File: src/design/vag_adpcm_decoder_unit_assert.svh
// Assertion macros shared by the VAG ADPCM decoder RTL.
// Expects a clock named clk and an active-high reset named rst in scope.
`ifndef VAG_ADPCM_DECODER_UNIT_ASSERT_SVH
`define VAG_ADPCM_DECODER_UNIT_ASSERT_SVH

// same-cycle implication
`define VAG_ASSERT_IMP(name, ante, cons) \
  name: assert property (@(posedge clk) disable iff (rst) (ante) |-> (cons)) \
    else $error("vag_adpcm: same-cycle check failed");

// next-cycle implication
`define VAG_ASSERT_NXT(name, ante, cons) \
  name: assert property (@(posedge clk) disable iff (rst) (ante) |=> (cons)) \
    else $error("vag_adpcm: next-cycle check failed");

`endif

File: src/design/vag_pkg.sv
// Shared types, constants and coefficient lookup for the VAG ADPCM decoder.
// No dependencies; used by every module of the decoder.
package vag_pkg;

  localparam int BLOCK_BYTES      = 16;
  localparam int POS_W            = $clog2(BLOCK_BYTES);
  localparam int HISTORY_BITS_DEF = 32;
  localparam int QUEUE_DEPTH      = 4;
  localparam int FRAC_BITS        = 6;
  localparam int SHIFT_MAX        = 12;
  localparam int PRED_MAX         = 4;
  localparam int COEF_W           = 8;

  localparam logic [POS_W-1:0] POS_HEADER = POS_W'(0);
  localparam logic [POS_W-1:0] POS_FLAGS  = POS_W'(1);
  localparam logic [POS_W-1:0] POS_LAST   = POS_W'(BLOCK_BYTES - 1);
  localparam logic [4:0]       SHIFT_BASE = 5'(SHIFT_MAX + FRAC_BITS);

  localparam logic signed [15:0] SAMPLE_MAX = 16'sh7FFF;
  localparam logic signed [15:0] SAMPLE_MIN = 16'sh8000;

  typedef struct packed {
    logic [3:0] nib_hi;
    logic [3:0] nib_lo;
    logic [2:0] sel;
    logic [3:0] shift;
    logic       last;
    logic       clear;
  } entry_t;

  typedef enum logic [1:0] {
    B_IDLE,
    B_MUL,
    B_ADD,
    B_HOLD
  } back_state_t;

  function automatic logic signed [COEF_W-1:0] coef_one(input logic [2:0] sel);
    logic signed [COEF_W-1:0] c;
    case (sel)
      3'd1:    c = 8'sd60;
      3'd2:    c = 8'sd115;
      3'd3:    c = 8'sd98;
      3'd4:    c = 8'sd122;
      default: c = 8'sd0;
    endcase
    return c;
  endfunction

  function automatic logic signed [COEF_W-1:0] coef_two(input logic [2:0] sel);
    logic signed [COEF_W-1:0] c;
    case (sel)
      3'd2:    c = -8'sd52;
      3'd3:    c = -8'sd55;
      3'd4:    c = -8'sd60;
      default: c = 8'sd0;
    endcase
    return c;
  endfunction

endpackage

File: src/design/vag_adpcm_decoder_unit.sv
// Top level of the VAG ADPCM decoder: front end, request queue, back end.
// Depends on vag_pkg, vag_front, vag_queue and vag_back.
//
// Usage:
//   s_axis carries the ADPCM stream one byte per request; s_axis_tuser marks
//   the first byte of a new stream and clears the prediction history.
//   Blocks are 16 bytes: a header byte (predictor, shift), a flags byte
//   (bit 0 marks the final block) and 14 data bytes.
//   m_axis returns one request per data byte: two 16-bit PCM samples, high
//   nibble first, with tlast on the last data byte of the final block.
//   After the final block, bytes are dropped until the next stream start.
// Dataflow:
//   Header, flags and dropped bytes are consumed by the front end and never queued.
//   A data byte passes the queue, is taken by the back end, and reaches m_axis
//   after two multiply/accumulate passes (one per nibble) and the output load;
//   the back end takes no new data byte until the previous one is loaded out.
//   A 4-entry queue lets the front end keep taking bytes while the back end
//   or the receiver stalls; s_axis_tready drops only when the queue is full.
// Reset:
//   rst clears block position, flags, history, queue and output valid.
module vag_adpcm_decoder_unit import vag_pkg::*; #(
  parameter int HISTORY_BITS = HISTORY_BITS_DEF
) (
  input  logic        clk,
  input  logic        rst,
  input  logic        s_axis_tvalid,
  output logic        s_axis_tready,
  input  logic [7:0]  s_axis_tdata,   // [7:0] data_byte
  input  logic        s_axis_tuser,   // [0] start_of_stream
  output logic        m_axis_tvalid,
  input  logic        m_axis_tready,
  output logic [31:0] m_axis_tdata,   // [15:0] first_sample, [31:16] second_sample
  output logic        m_axis_tlast
);

  entry_t      push_data;
  entry_t      pop_data;
  logic        push;
  logic        pop;
  logic        full;
  logic        nonempty;
  logic [15:0] first_sample;
  logic [15:0] second_sample;

  vag_front u_front (
    .clk       (clk),
    .rst       (rst),
    .in_valid  (s_axis_tvalid),
    .in_ready  (s_axis_tready),
    .in_byte   (s_axis_tdata),
    .in_start  (s_axis_tuser),
    .push      (push),
    .push_data (push_data),
    .full      (full)
  );

  vag_queue u_queue (
    .clk       (clk),
    .rst       (rst),
    .push      (push),
    .push_data (push_data),
    .full      (full),
    .pop       (pop),
    .pop_data  (pop_data),
    .nonempty  (nonempty)
  );

  vag_back #(
    .HISTORY_BITS (HISTORY_BITS)
  ) u_back (
    .clk        (clk),
    .rst        (rst),
    .q_valid    (nonempty),
    .q_data     (pop_data),
    .q_pop      (pop),
    .out_valid  (m_axis_tvalid),
    .out_ready  (m_axis_tready),
    .out_first  (first_sample),
    .out_second (second_sample),
    .out_last   (m_axis_tlast)
  );

  assign m_axis_tdata = {second_sample, first_sample};

endmodule

File: src/design/vag_front.sv
// Front end: tracks block position and header fields, forwards data bytes.
// Depends on vag_pkg.
module vag_front import vag_pkg::*; (
  input  logic       clk,
  input  logic       rst,
  input  logic       in_valid,
  output logic       in_ready,
  input  logic [7:0] in_byte,
  input  logic       in_start,
  output logic       push,
  output entry_t     push_data,
  input  logic       full
);

  logic [POS_W-1:0] pos;
  logic [2:0]       sel;
  logic [3:0]       shift;
  logic             fin;
  logic             stopped;
  logic             pend_clr;

  logic [POS_W-1:0] pos_next;
  logic [2:0]       sel_next;
  logic [3:0]       shift_next;
  logic             fin_next;
  logic             stopped_next;
  logic             pend_clr_next;

  logic             accept;
  logic [POS_W-1:0] eff_pos;
  logic             eff_stop;
  logic             eff_fin;
  logic             data_byte;
  logic [3:0]       hdr_pred;
  logic [3:0]       hdr_shift;

  assign in_ready  = !full;
  assign accept    = in_valid && in_ready;
  assign eff_pos   = in_start ? POS_HEADER : pos;
  assign eff_stop  = in_start ? 1'b0 : stopped;
  assign eff_fin   = in_start ? 1'b0 : fin;
  assign data_byte = (eff_pos != POS_HEADER) && (eff_pos != POS_FLAGS);
  assign hdr_pred  = in_byte[7:4];
  assign hdr_shift = in_byte[3:0];

  assign push = accept && !eff_stop && data_byte;

  always_comb begin
    push_data.nib_hi = in_byte[7:4];
    push_data.nib_lo = in_byte[3:0];
    push_data.sel    = sel;
    push_data.shift  = shift;
    push_data.last   = (eff_pos == POS_LAST) && eff_fin;
    push_data.clear  = pend_clr || in_start;
  end

  always_comb begin
    pos_next      = pos;
    sel_next      = sel;
    shift_next    = shift;
    fin_next      = fin;
    stopped_next  = stopped;
    pend_clr_next = pend_clr;
    if (accept) begin
      fin_next      = eff_fin;
      stopped_next  = eff_stop;
      pend_clr_next = pend_clr || in_start;
      if (!eff_stop) begin
        pos_next = (eff_pos == POS_LAST) ? POS_HEADER : eff_pos + POS_W'(1);
        if (eff_pos == POS_HEADER) begin
          sel_next   = (hdr_pred > 4'(PRED_MAX)) ? 3'd0 : hdr_pred[2:0];
          shift_next = (hdr_shift > 4'(SHIFT_MAX)) ? 4'(SHIFT_MAX) : hdr_shift;
        end else if (eff_pos == POS_FLAGS) begin
          fin_next = in_byte[0];
        end else begin
          pend_clr_next = 1'b0;
          if (push_data.last) begin
            stopped_next = 1'b1;
          end
        end
      end else begin
        pos_next = eff_pos;
      end
    end
  end

  always_ff @(posedge clk) begin
    if (rst) begin
      pos      <= POS_HEADER;
      sel      <= 3'd0;
      shift    <= 4'd0;
      fin      <= 1'b0;
      stopped  <= 1'b0;
      pend_clr <= 1'b0;
    end else begin
      pos      <= pos_next;
      sel      <= sel_next;
      shift    <= shift_next;
      fin      <= fin_next;
      stopped  <= stopped_next;
      pend_clr <= pend_clr_next;
    end
  end

endmodule

File: src/design/vag_queue.sv
// Short queue of decoded work requests between front and back end.
// Depends on vag_pkg and the assertion macro header.
`include "vag_adpcm_decoder_unit_assert.svh"
module vag_queue import vag_pkg::*; (
  input  logic   clk,
  input  logic   rst,
  input  logic   push,
  input  entry_t push_data,
  output logic   full,
  input  logic   pop,
  output entry_t pop_data,
  output logic   nonempty
);

  localparam int PTR_W = $clog2(QUEUE_DEPTH);
  localparam int CNT_W = $clog2(QUEUE_DEPTH + 1);

  entry_t             slots [QUEUE_DEPTH];
  logic [PTR_W-1:0]   wr_ptr;
  logic [PTR_W-1:0]   rd_ptr;
  logic [CNT_W-1:0]   count;

  assign full     = (count == CNT_W'(QUEUE_DEPTH));
  assign nonempty = (count != CNT_W'(0));
  assign pop_data = slots[rd_ptr];

  always_ff @(posedge clk) begin
    if (push) begin
      slots[wr_ptr] <= push_data;
    end
  end

  always_ff @(posedge clk) begin
    if (rst) begin
      wr_ptr <= '0;
      rd_ptr <= '0;
      count  <= '0;
    end else begin
      if (push) begin
        wr_ptr <= (wr_ptr == PTR_W'(QUEUE_DEPTH - 1)) ? '0 : wr_ptr + PTR_W'(1);
      end
      if (pop) begin
        rd_ptr <= (rd_ptr == PTR_W'(QUEUE_DEPTH - 1)) ? '0 : rd_ptr + PTR_W'(1);
      end
      if (push && !pop) begin
        count <= count + CNT_W'(1);
      end else if (pop && !push) begin
        count <= count - CNT_W'(1);
      end
    end
  end

  `VAG_ASSERT_IMP(a_no_overflow, push && !pop, count != CNT_W'(QUEUE_DEPTH))
  `VAG_ASSERT_IMP(a_no_underflow, pop, count != CNT_W'(0))
  `VAG_ASSERT_IMP(a_push_not_full, push, !full)

endmodule

File: src/design/vag_back.sv
// Back end: two-tap prediction, saturation and sample output register.
// Depends on vag_pkg and the assertion macro header.
`include "vag_adpcm_decoder_unit_assert.svh"
module vag_back import vag_pkg::*; #(
  parameter int HISTORY_BITS = HISTORY_BITS_DEF
) (
  input  logic        clk,
  input  logic        rst,
  input  logic        q_valid,
  input  entry_t      q_data,
  output logic        q_pop,
  output logic        out_valid,
  input  logic        out_ready,
  output logic [15:0] out_first,
  output logic [15:0] out_second,
  output logic        out_last
);

  localparam int W  = HISTORY_BITS;
  localparam int PW = W + COEF_W;
  localparam int SW = W + 4;
  localparam int QW = W - FRAC_BITS;

  back_state_t state, state_next;

  entry_t                cur;
  logic                  nib_idx;
  logic signed [W-1:0]   hist1;
  logic signed [W-1:0]   hist2;
  logic signed [PW-1:0]  prod1;
  logic signed [PW-1:0]  prod2;
  logic [15:0]           samp0;
  logic [15:0]           samp1;

  logic                  out_free;
  logic                  take;
  logic                  load_out;
  logic                  do_mul;
  logic                  do_add;

  logic signed [COEF_W-1:0] c1;
  logic signed [COEF_W-1:0] c2;
  logic signed [PW-1:0]     h1x;
  logic signed [PW-1:0]     h2x;
  logic signed [PW-1:0]     c1x;
  logic signed [PW-1:0]     c2x;
  logic signed [PW-1:0]     p1s;
  logic signed [PW-1:0]     p2s;
  logic [3:0]               nib;
  logic [4:0]               shamt;
  logic signed [SW-1:0]     base;
  logic signed [SW-1:0]     sum;
  logic signed [W-1:0]      hsat;
  logic signed [QW-1:0]     q;
  logic [15:0]              sample;

  assign out_free = !out_valid || out_ready;

  always_comb begin
    state_next = state;
    case (state)
      B_IDLE:  state_next = q_valid ? B_MUL : B_IDLE;
      B_MUL:   state_next = B_ADD;
      B_ADD:   state_next = nib_idx ? B_HOLD : B_MUL;
      B_HOLD: begin
        if (out_free) begin
          state_next = q_valid ? B_MUL : B_IDLE;
        end
      end
      default: state_next = B_IDLE;
    endcase
  end

  always_comb begin
    take     = 1'b0;
    load_out = 1'b0;
    do_mul   = 1'b0;
    do_add   = 1'b0;
    case (state)
      B_IDLE:  take = q_valid;
      B_MUL:   do_mul = 1'b1;
      B_ADD:   do_add = 1'b1;
      B_HOLD: begin
        load_out = out_free;
        take     = out_free && q_valid;
      end
      default: take = 1'b0;
    endcase
  end

  assign q_pop = take;

  // prediction products
  assign c1  = coef_one(cur.sel);
  assign c2  = coef_two(cur.sel);
  assign h1x = {{COEF_W{hist1[W-1]}}, hist1};
  assign h2x = {{COEF_W{hist2[W-1]}}, hist2};
  assign c1x = {{W{c1[COEF_W-1]}}, c1};
  assign c2x = {{W{c2[COEF_W-1]}}, c2};

  // floor divide by 64, add scaled nibble, saturate
  assign p1s   = prod1 >>> FRAC_BITS;
  assign p2s   = prod2 >>> FRAC_BITS;
  assign nib   = nib_idx ? cur.nib_lo : cur.nib_hi;
  assign shamt = SHIFT_BASE - {1'b0, cur.shift};
  assign base  = $signed({{(SW-4){nib[3]}}, nib}) <<< shamt;
  assign sum   = base + p1s[SW-1:0] + p2s[SW-1:0];

  always_comb begin
    if (sum[SW-1:W-1] == '0 || sum[SW-1:W-1] == '1) begin
      hsat = sum[W-1:0];
    end else if (sum[SW-1]) begin
      hsat = {1'b1, {(W-1){1'b0}}};
    end else begin
      hsat = {1'b0, {(W-1){1'b1}}};
    end
  end

  // divide by 64 toward zero, clamp to 16 bits
  always_comb begin
    q = hsat[W-1:FRAC_BITS];
    if (hsat[W-1] && hsat[FRAC_BITS-1:0] != '0) begin
      q = q + QW'(1);
    end
    if (q[QW-1:15] == '0 || q[QW-1:15] == '1) begin
      sample = q[15:0];
    end else if (q[QW-1]) begin
      sample = SAMPLE_MIN;
    end else begin
      sample = SAMPLE_MAX;
    end
  end

  always_ff @(posedge clk) begin
    if (rst) begin
      state     <= B_IDLE;
      nib_idx   <= 1'b0;
      hist1     <= '0;
      hist2     <= '0;
      out_valid <= 1'b0;
    end else begin
      state <= state_next;
      if (take) begin
        nib_idx <= 1'b0;
        if (q_data.clear) begin
          hist1 <= '0;
          hist2 <= '0;
        end
      end
      if (do_add) begin
        hist2   <= hist1;
        hist1   <= hsat;
        nib_idx <= 1'b1;
      end
      if (load_out) begin
        out_valid <= 1'b1;
      end else if (out_ready) begin
        out_valid <= 1'b0;
      end
    end
  end

  always_ff @(posedge clk) begin
    if (take) begin
      cur <= q_data;
    end
    if (do_mul) begin
      prod1 <= h1x * c1x;
      prod2 <= h2x * c2x;
    end
    if (do_add) begin
      if (nib_idx) begin
        samp1 <= sample;
      end else begin
        samp0 <= sample;
      end
    end
    if (load_out) begin
      out_first  <= samp0;
      out_second <= samp1;
      out_last   <= cur.last;
    end
  end

  `VAG_ASSERT_NXT(a_hist_shift, state == B_ADD, hist2 == $past(hist1))
  `VAG_ASSERT_IMP(a_hold_second, state == B_HOLD, nib_idx == 1'b1)
  `VAG_ASSERT_NXT(a_load_valid, load_out, out_valid)

endmodule
File: config.mk
export PLATFORM = sky130hd
export DESIGN_NAME = vag_adpcm_decoder_unit
export DESIGN_NICKNAME = d
export VERILOG_FILES = /design/src/design/vag_pkg.sv /design/src/design/vag_adpcm_decoder_unit.sv /design/src/design/vag_front.sv /design/src/design/vag_queue.sv /design/src/design/vag_back.sv
export VERILOG_INCLUDE_DIRS = /design/src /design/src/design
export SDC_FILE = /design/constraint.sdc
export NUM_CORES = 1
export LEC_CHECK = 0
export BUFFER_PORTS_ARGS = -buffer_cell sky130_fd_sc_hd__buf_2
export CELL_PAD_IN_SITES_DETAIL_PLACEMENT = 1
export CELL_PAD_IN_SITES_GLOBAL_PLACEMENT = 1
export CORE_MARGIN = 10
export CORE_UTILIZATION = 45
export CTS_BUF_LIST = sky130_fd_sc_hd__clkbuf_4
export CTS_CLUSTER_DIAMETER = 80
export CTS_CLUSTER_SIZE = 25
export DETAILED_ROUTE_END_ITERATION = 7
export PLACE_DENSITY_LB_ADDON = 0.3
export SLEW_MARGIN = 30
export SYNTH_ARGS = -nofsm -noshare
export SYNTH_HDL_FRONTEND = slang
export SYNTH_HIERARCHICAL = 1
export SYNTH_SLANG_ARGS = --single-unit
File: constraint.sdc
create_clock -name clk -period 8.72 [get_ports clk]
set_input_delay 0.872 -clock clk [delete_from_list [all_inputs] [get_ports clk]]
set_output_delay 0.872 -clock clk [all_outputs]
set_load 0.05 [all_outputs]
==> reports/qor.yml, run 1 <==
status: "finished, final reports clean"
path_cells: "ha_1 > xnor2_1 > nand2_1 > o21ai_0 > and2_1 > fa_1 > ha_1 > and3_1 > a22oi_1 > a21o_1 > o21ai_2 > o21ai_0 > mux2_2 > a211oi_2 > nand4_1 > nor4_2 > and3_1 > a2bb2oi_1 > nand4_1 > o31ai_4 > buf_4 > a31oi_1"
ys_types: 101
hold_path_end: "u_queue/slots[3][12]"
nets: 3443
cts-root-buf: "clkbuf_4"
antenna_left: 0
clock_skew_ns: 0.0891
hold_depth: 1
drive_gt1_share_pct: 9.01
grt_max_degree: 95
ios: 48
synthArstFlopShare_pct: 0
ctsHoldBuffers: 0
clk_latency_ns: 0.86
start_kind: "register"
synth-main-ff-cell: "edfxtp_1"
nFillCells: 7169
rows: 93
cts_tree: "built"
ys_warn_count: 6
clock_path_buffers: 3
yosysTopAreaCell: "edfxtp_1"
cp-end-kind: "register"
synth-seq-cells: 308
htreeDepth: 1
numClockSinks: 308
cpMaxStageDelayCell: "edfxtp_1"
grt_pass1_vias: 22800
min_from: "s_axis_tdata[3]"
hp-class: "in -> reg"
dp_hpwl_um: 66300
dp.cells: 3696
worst_pin_slew_ns: 1.00
grt_first_pass_wirelength_um: 129000
place_ws_ns: 0.497
multi_input_comb_area_um2: 18800
slew_viol_final: 0
vias: 20800
numCtsBuffers: 23
reg2regPathDepth: 22
slew-limit-headroom_pct: 33.3
fin_crit_ns: 8.01
rrSetupSlack_ns: 0.71
path_class: "reg -> reg"
worstReg2RegEnd: "u_back/samp0[2]"
core_area_um2: 64200
rr_startpoint: "u_back/cur[2]"
remaining_drc_errors: 0
die_area_um2: 75200
crit_required_ns: 9.30
cap_violations: 0
wire_per_inst_um: 21.6
rsz0062_at_grt: "false"
track_usage_pct: 21.7
synth.avg_cell_area_um2: 10.2
final_common_cell: "inv_1"
cpPeakStageDelay_ns: 0.59
fin_ws_ns: 0.711
synth_edf_count: 217
chipWidth_um: 274
crit_path_max_fanout: 15
critical_path_buf_inv_count: 1
syn_area_um2: 29100
fin_crit_sh_pct: 91.8
drt_iter0_markers: 1125
synth.area.top_cells: "edfxtp_1 22%, fa_1 21%, ha_1 11%, dfxtp_1 6.3%, inv_1 5.1%"
arrival_ns: 8.59
area_delta_synth_final_pct: 5.60
synth_top_area_share_pct: 22.4
vias_per_cell: 5.57
synth_cells: 2862
finalHoldViolations: 0
fin_tns_setup_ns: 0
io_buffer_count: 47
gp_congestion: 0.912
clk_pin_slew_ns: 0.22
cts_setup_buffers: 0
ctsResizeCount: 0
seq_area_frac_synth_pct: 28.7
drt-pass1-iter-count: 5
setup_viol: 0
final_cell_mix: "392 x inv_1, 300 x fa_1, 260 x ha_1"
grt.overflow.total: 0
synth.net_count: 3437
start_util_pct: 45.3
layout.cells.non_filler: 3742
antenna_found_initial: 1
totalWireLength_um: 80700
path_delay_family: "compound AO/OA/AOI/OAI gates"
max_freq_mhz: 125
fp.dieH_um: 274
seqCellArea_um2: 8340
-- through the flow --
step / hold WS [ns] / cell area (um^2) / util (%)
6_report: 0.259 / 30700 / 47.8
5_1_grt: 0.174 / 30700 / 47.8
4_1_cts: 0.161 / 30700 / 47.7
3_5_place_dp: 0.406 / 30200 / 47.0
3_3_place_gp: 0.402 / 30200 / 47.0
2_1_floorplan: 0.400 / 29100 / -
-- worst max-delay path by stage --
stage,start,end,slack (ns),cells past startpoint
6_report,u_back/cur[2],u_back/samp0[2],0.71,22
3_5_place_dp,u_back/cur[2],u_back/samp1[0],0.50,22
5_1_grt,u_back/cur[2],u_back/samp1[2],0.13,23
3_3_place_gp,u_back/cur[2],u_back/samp0[2],0.54,23
2_1_floorplan,u_back/nib_idx,u_back/samp0[4],1.98,29
4_1_cts,u_back/cur[2],u_back/samp0[0],0.43,22
-- cell usage after synthesis (6+ instances only) --
cell,n
mux4_2,11
nand4_1,15
fa_1,300
buf_4,10
a221oi_1,6
or2_2,61
ha_1,262
a21oi_1,122
nand3_1,35
nor3b_1,6
a22oi_1,58
o211ai_1,8
or3_1,15
nor3_1,46
mux2i_1,18
a31oi_1,9
buf_2,15
dfxtp_1,91
o21a_1,19
inv_1,392
nand2b_1,35
o21ai_0,81
mux4_1,7
nor2_1,230
nor2b_1,25
nand2_1,111
and2_1,227
xor2_1,37
buf_6,6
and3_1,44
edfxtp_1,217
a211oi_1,8
clkbuf_1,72
a21o_1,35
xnor2_1,75
nor4_1,7
a21oi_2,12
-- cell families (layout without fill, tap and decap cells) --
family | Yosys count | after routing | synth area share [%]
simple gates | 891 | 891 | 16.4
compound gates | 450 | 450 | 10.6
mux | 39 | 39 | 2.22
flops | 308 | 308 | 28.7
buf+inv | 500 | 523 | 6.87
xor+xnor | 112 | 112 | 3.37
fa+ha+maj | 562 | 562 | 31.9
other cells | 0 | 2 | 0
-- layer usage --
| metal | part of all wire, % | track usage [%] | vias to the layer above | wire length, um |
|---|---|---|---|---|
| met5 | 0 | 0 | - | 0 |
| met3 | 4.8 | 2.30 | 91 | 3860 |
| met1 | 45 | 28.7 | 10700 | 36000 |
| li1 | - | - | 9645 | - |
| met2 | 48 | 37.6 | 402 | 38900 |
| met4 | 2.4 | 5.02 | 0 | 1910 |
-- flip-flops by register name, indices dropped and copies added, names as in the netlist, 2 cells and up, named ones only --
name / flops
u_queue/slots: 68
u_back/prod1: 34
u_back/prod2: 34
u_back/hist1: 32
u_back/hist2: 32
u_back/cur: 16
u_back/out_first: 16
u_back/out_second: 16
u_back/samp0: 16
u_back/samp1: 16
u_front/pos: 4
u_front/shift: 4
u_front/sel: 3
u_queue/count: 3
u_back/state: 2
u_queue/rd_ptr: 2
u_queue/wr_ptr: 2
-- worst reg2reg max path, cell delays in order, from the launching register on --
cell and delay, ns:
edfxtp_1 0.59, ha_1 0.34, xnor2_1 0.51, nand2_1 0.13
o21ai_0 0.54, and2_1 0.27, fa_1 0.44, ha_1 0.39
and3_1 0.21, a22oi_1 0.27, a21o_1 0.33, o21ai_2 0.17
o21ai_0 0.43, mux2_2 0.45, a211oi_2 0.48, nand4_1 0.37
nor4_2 0.49, and3_1 0.27, a2bb2oi_1 0.23, nand4_1 0.17
o31ai_4 0.23, buf_4 0.28, a31oi_1 0.16
-- area by class of cell --
type / instances / area share (%)
clock inverters: 17 / 0.831
inverters: 393 / 4.80
diodes: 2 / 0.0163
multi-input cells: 2054 / 61.2
repair buffers: 88 / 1.89
clock buffers: 25 / 0.611
flip-flops and latches: 308 / 27.1
well taps: 855 / 3.48
Power of run 1 is not shown: default switching activity piles up to over one toggle a cycle in this logic, so the estimate is an artifact.
==> run 2, diff against run 1 <==
--- a/config.mk
+++ b/config.mk
@@ -15,6 +15,7 @@
 export CTS_CLUSTER_DIAMETER = 80
 export CTS_CLUSTER_SIZE = 25
 export DETAILED_ROUTE_END_ITERATION = 7
+export HOLD_SLACK_MARGIN = 0.08
 export PLACE_DENSITY_LB_ADDON = 0.3
 export SLEW_MARGIN = 30
 export SYNTH_ARGS = -nofsm -noshare
==> constraint.sdc (replaced) <==
create_clock -name clk -period 8.3 [get_ports clk]
set_input_delay 1.66 -clock clk [delete_from_list [all_inputs] [get_ports clk]]
set_output_delay 1.66 -clock clk [all_outputs]
set_load 0.05 [all_outputs]
==> run 2 against run 1 <==
  * Routed wire length up 1.5%
  * Critical path depth rose by 1
  * Clock skew down 0.031 ns
  * Die area unchanged
  * Cell count barely moved
  * Flip-flop and latch count unchanged
  * Maximum frequency grew 2.0%
  * Largest cell class unchanged
  * Highest routed layer is now met5
  * Critical endpoint is now u_back/prod1[36]
  * Count of clock-buffer cells in the layout unchanged
  * Sequential share of layout area about the same
  * Register-to-register slack lost 0.26 ns
  * Utilization shrank 0.086 points
  * Design area shrank 0.18%
==> reports/qor.yml, run 2 (synthesis gave the netlist of run 1 again) <==
path_cells: "nand2b_1 > a21oi_2 > buf_4 > buf_4 > and2_1 > fa_1 > fa_1 > inv_1 > fa_1 > inv_1 > fa_1 > ha_1 > a2111oi_0 > nor3_1 > a211oi_1 > a21oi_1 > nor3_1 > nor2_1 > o21a_1 > o21ai_0 > nor3_1 > a2111oi_0 > xnor2_1"
cp-end-kind: "register"
start_util_pct: 45.3
slew_viol_final: 0
arrival_ns: 8.46
grt_pass1_vias: 23000
wire_per_inst_um: 21.9
rrSetupSlack_ns: 0.45
htreeDepth: 1
die_area_um2: 75200
cts_setup_buffers: 0
ios: 48
chipWidth_um: 274
fin_ws_ns: 0.450
globalRouteMet1Util_pct: 29.5
io_buffer_count: 47
path_class: "reg -> reg"
gp_congestion: 0.908
fp.dieH_um: 274
drive_gt1_share_pct: 9.06
hold_ws_ns: 0.452
top_usage_layer: "met2"
start_kind: "register"
use_met3_pct: 2.19
regMostFlops: "u_queue/slots"
crit_path_max_fanout: 17
fin_crit_sh_pct: 94.6
vias_per_cell: 5.57
worstReg2RegEnd: "u_back/prod1[36]"
final_common_cell: "inv_1"
drt-pass1-iter-count: 7
numCtsBuffers: 21
clock_skew_ns: 0.0577
endpoint: "u_back/prod1[36]"
hp-class: "reg -> reg"
vias: 20800
grt_max_degree: 70
rows: 93
grt.overflow.total: 0
slew-limit-headroom_pct: 32.3
grt_util_met2_pct: 37.6
antenna_left: 0
totalWireLength_um: 81900
cts_tree: "built"
finalHoldViolations: 0
ctsHoldBuffers: 0
worst_pin_slew_ns: 1.01
status: "finished, final reports clean"
rsz0062_at_grt: "false"
crit_top_cell: "fa_1"
dp_hpwl_um: 68000
antenna_found_initial: 4
max_freq_mhz: 127
grt_first_pass_wirelength_um: 131000
place_ws_ns: -0.0159
largest_reg_flops: 68
cpPeakStageDelay_ns: 0.65
dp.cells: 3698
reg2regPathDepth: 23
cpMaxStageDelayCell: "a2111oi_0"
clk_pin_slew_ns: 0.23
numClockSinks: 308
final_cell_mix: "392 x inv_1, 300 x fa_1, 260 x ha_1"
cap_violations: 0
track_usage_pct: 22.0
stdcell_area_um2: 30700
drt_iter0_markers: 1063
setup_viol: 0
clk_latency_ns: 0.86
layout.cells.non_filler: 3739
fin_crit_ns: 7.85
cts-root-buf: "clkbuf_4"
crit_start: "u_back/cur[8]"
top_regs: "u_queue/slots: 68 flops, u_back/prod1: 34 flops, u_back/prod2: 34 flops"
nets: 3442
rr_startpoint: "u_back/cur[8]"
postPlaceCellArea_um2: 30200
crit_required_ns: 8.91
core_area_um2: 64200
clock_path_buffers: 3
area_delta_synth_final_pct: 5.41
remaining_drc_errors: 0
## run 2: cell types whose count changed in the layout (fill, tap and decap cells not counted), sizes merged
cell      change
clkinvlp      -3
buf           +1
bufinv        -1
clkinv        +1
inv           -1
## run 2: what timing repair did
item / CTS / global route
setup endpoints to repair: 7 / 30
gates cloned: 0 / 0
resized for setup: 1 / 2
## run 2: cell type report
type / count / area, um^2
fill: 7190 / 33600
clock inverter: 13 / 174
tap: 855 / 1070
clock buffer: 25 / 188
multi-input combinational: 2054 / 18800
inverter: 393 / 1480
antenna: 2 / 5.00
timing repair buffer: 89 / 589
sequential: 308 / 8340
## run 2: worst min-delay path by stage
stage,startpoint,end,slack [ns],cells past startpoint
6_report,u_back/samp1[7],u_back/out_second[7],0.45,0
3_5_place_dp,u_back/cur[1],u_back/out_last,0.41,0
3_3_place_gp,u_back/cur[1],u_back/out_last,0.40,0
5_1_grt,u_back/samp0[7],u_back/out_first[7],0.46,0
2_1_floorplan,u_back/samp0[0],u_back/out_first[0],0.40,0
4_1_cts,u_back/samp0[9],u_back/out_first[9],0.45,0
## run 2: through the flow
step	TNS (ns)	utilization [%]
floorplan	0	-
global placement	0	47.1
detailed placement	-0.0400	47.1
CTS	0	47.7
global route	0	47.7
finish	0	47.7
## run 2: metal layers
layer	up-vias	wire, um
li1	9639	-
met1	10700	37100
met2	405	39000
met3	114	3610
met4	4	2080
met5	-	25
## run 2: worst max-delay path: cells and delay by family, from the launching register on
kind / cells / cell delay (ns)
flip-flops: 1 / 0.55
AND/OR/NAND/NOR: 6 / 1.21
adder cells (fa/ha/maj): 5 / 2.26
buffers and inverters: 4 / 0.59
AO/OA/AOI/OAI: 7 / 2.85
XOR/XNOR: 1 / 0.13
Power of run 2 is left out for the same reason.
==> run 3, diff against run 2 <==
--- a/config.mk
+++ b/config.mk
@@ -8,9 +8,9 @@
 export LEC_CHECK = 0
 export BUFFER_PORTS_ARGS = -buffer_cell sky130_fd_sc_hd__buf_2
 export CELL_PAD_IN_SITES_DETAIL_PLACEMENT = 1
-export CELL_PAD_IN_SITES_GLOBAL_PLACEMENT = 1
+export CELL_PAD_IN_SITES_GLOBAL_PLACEMENT = 2
 export CORE_MARGIN = 10
-export CORE_UTILIZATION = 45
+export CORE_UTILIZATION = 44
 export CTS_BUF_LIST = sky130_fd_sc_hd__clkbuf_4
 export CTS_CLUSTER_DIAMETER = 80
 export CTS_CLUSTER_SIZE = 25
==> run 3 against run 2 <==
  * Non-clock buffer count is 3 higher
  * Critical path depth is 5 higher
  * Worst setup slack better by 0.12 ns
==> reports/qor.yml, run 3 (synthesis gave the netlist of run 1 again) <==
top_regs: "u_queue/slots: 68 flops, u_back/prod1: 34 flops, u_back/prod2: 34 flops"
grt_first_pass_wirelength_um: 136000
numCtsBuffers: 20
crit_required_ns: 8.88
htreeDepth: 1
totalWireLength_um: 87300
wire_per_inst_um: 23.3
chipWidth_um: 277
dp_hpwl_um: 72800
slew_viol_final: 0
cts_tree: "built"
io_buffer_count: 47
grt_max_degree: 83
antenna_found_initial: 1
cap_violations: 0
drt-pass1-iter-count: 5
gp_congestion: 0.934
grt.overflow.total: 0
crit_path_max_fanout: 15
start_kind: "register"
fin_tns_setup_ns: 0
path_class: "reg -> reg"
fp.dieH_um: 277
setup_viol: 0
nets: 3444
arrival_ns: 8.31
area_delta_synth_final_pct: 5.61
hp-class: "reg -> reg"
finalHoldViolations: 0
cp-end-kind: "register"
vias_per_cell: 5.59
status: "finished, final reports clean"
vias: 20900
start_util_pct: 44.3
core_area_um2: 65600
track_usage_pct: 22.6
cpMaxStageDelayCell: "or3_1"
fin_crit_ns: 7.73
final_cell_mix: "392 x inv_1, 300 x fa_1, 260 x ha_1"
rsz0062_at_grt: "false"
numClockSinks: 308
clock_path_buffers: 3
utilization_pct: 46.8
drive_gt1_share_pct: 9.33
antenna_left: 0
die_area_um2: 76800
cts-root-buf: "clkbuf_4"
grt_pass1_vias: 22600
clock_skew_ns: 0.0956
nFillCells: 7335
clk_latency_ns: 0.82
regMostFlops: "u_queue/slots"
rows: 94
remaining_drc_errors: 0
drt_iter0_markers: 1430
ctsHoldBuffers: 0
clk_pin_slew_ns: 0.24
max_freq_mhz: 129
slew-limit-headroom_pct: 30.7
worst_pin_slew_ns: 1.03
final_common_cell: "inv_1"
largest_reg_flops: 68
ios: 48
fin_crit_sh_pct: 93.1
cpPeakStageDelay_ns: 0.64
## run 3: changes by cell type in the layout (fill, tap and decap cells not counted), moves of 2 or more
cell	change
inv_16	-4
buf_4	+3
clkbuf_4	+2
clkinv_16	+2
nor3_1	-2
nor3_2	+2
nor3b_1	-2
nor3b_2	+2
o21ai_0	-2
o21ai_1	+2
## run 3: final timing paths
kind / start / to / slack, ns / depth (start not counted)
setup / recovery: u_back/cur[2] / u_back/samp0[0] / 0.57 / 28
hold / removal: u_back/cur[1] / u_back/out_last / 0.44 / 0
setup reg to reg: u_back/cur[2] / u_back/samp0[0] / 0.57 / 28
hold reg to reg: u_back/cur[1] / u_back/out_last / 0.44 / 0
## run 3: metrics by stage
stage | instance area, um^2 | instances | setup WS [ns] | hold WS, ns
finish | 30700 | 3748 | 0.570 | 0.435
global route | 30700 | 3748 | 0.0208 | 0.428
CTS | 30600 | 3746 | 0.0658 | 0.442
detailed placement | 30300 | 3710 | 0.0352 | 0.406
global placement | 30300 | 3709 | 0.203 | 0.402
floorplan | 29100 | 2862 | 1.56 | 0.400
## run 3: what timing repair did
action                     4_1_cts  5_1_grt
setup endpoints to repair        0       30
buffers inserted                 0        0
resized for setup                0       10
## run 3: layer usage
| layer | global-route usage [%] | vias to the layer above | share of wire [%] |
|---|---|---|---|
| met5 | 0 | - | 0 |
| met4 | 6.41 | 0 | 3.2 |
| met3 | 2.07 | 108 | 3.3 |
| met2 | 39.3 | 366 | 49 |
| met1 | 29.5 | 10800 | 44 |
| li1 | - | 9668 | - |
## run 3: worst max-delay path, delay by kind of cell (launching register included)
kind            cells  cell delay (ns)
compound gates      9             2.13
xor+xnor            1             0.38
fa+ha+maj           4             1.44
buf+inv             2             0.46
flops               1             0.61
simple gates       12             2.50
## run 3: final cells by class
type / count / area [um^2] / area share (%)
multi-input cells: 2054 / 18900 / 61.4
flip-flops and latches: 308 / 8340 / 27.1
inverters: 393 / 1480 / 4.80
well taps: 864 / 1080 / 3.52
repair buffers: 92 / 612 / 1.99
clock buffers: 27 / 203 / 0.660
clock inverters: 9 / 155 / 0.505
diodes: 1 / 2.50 / 0.00814
Power of run 3 is left out for the same reason.
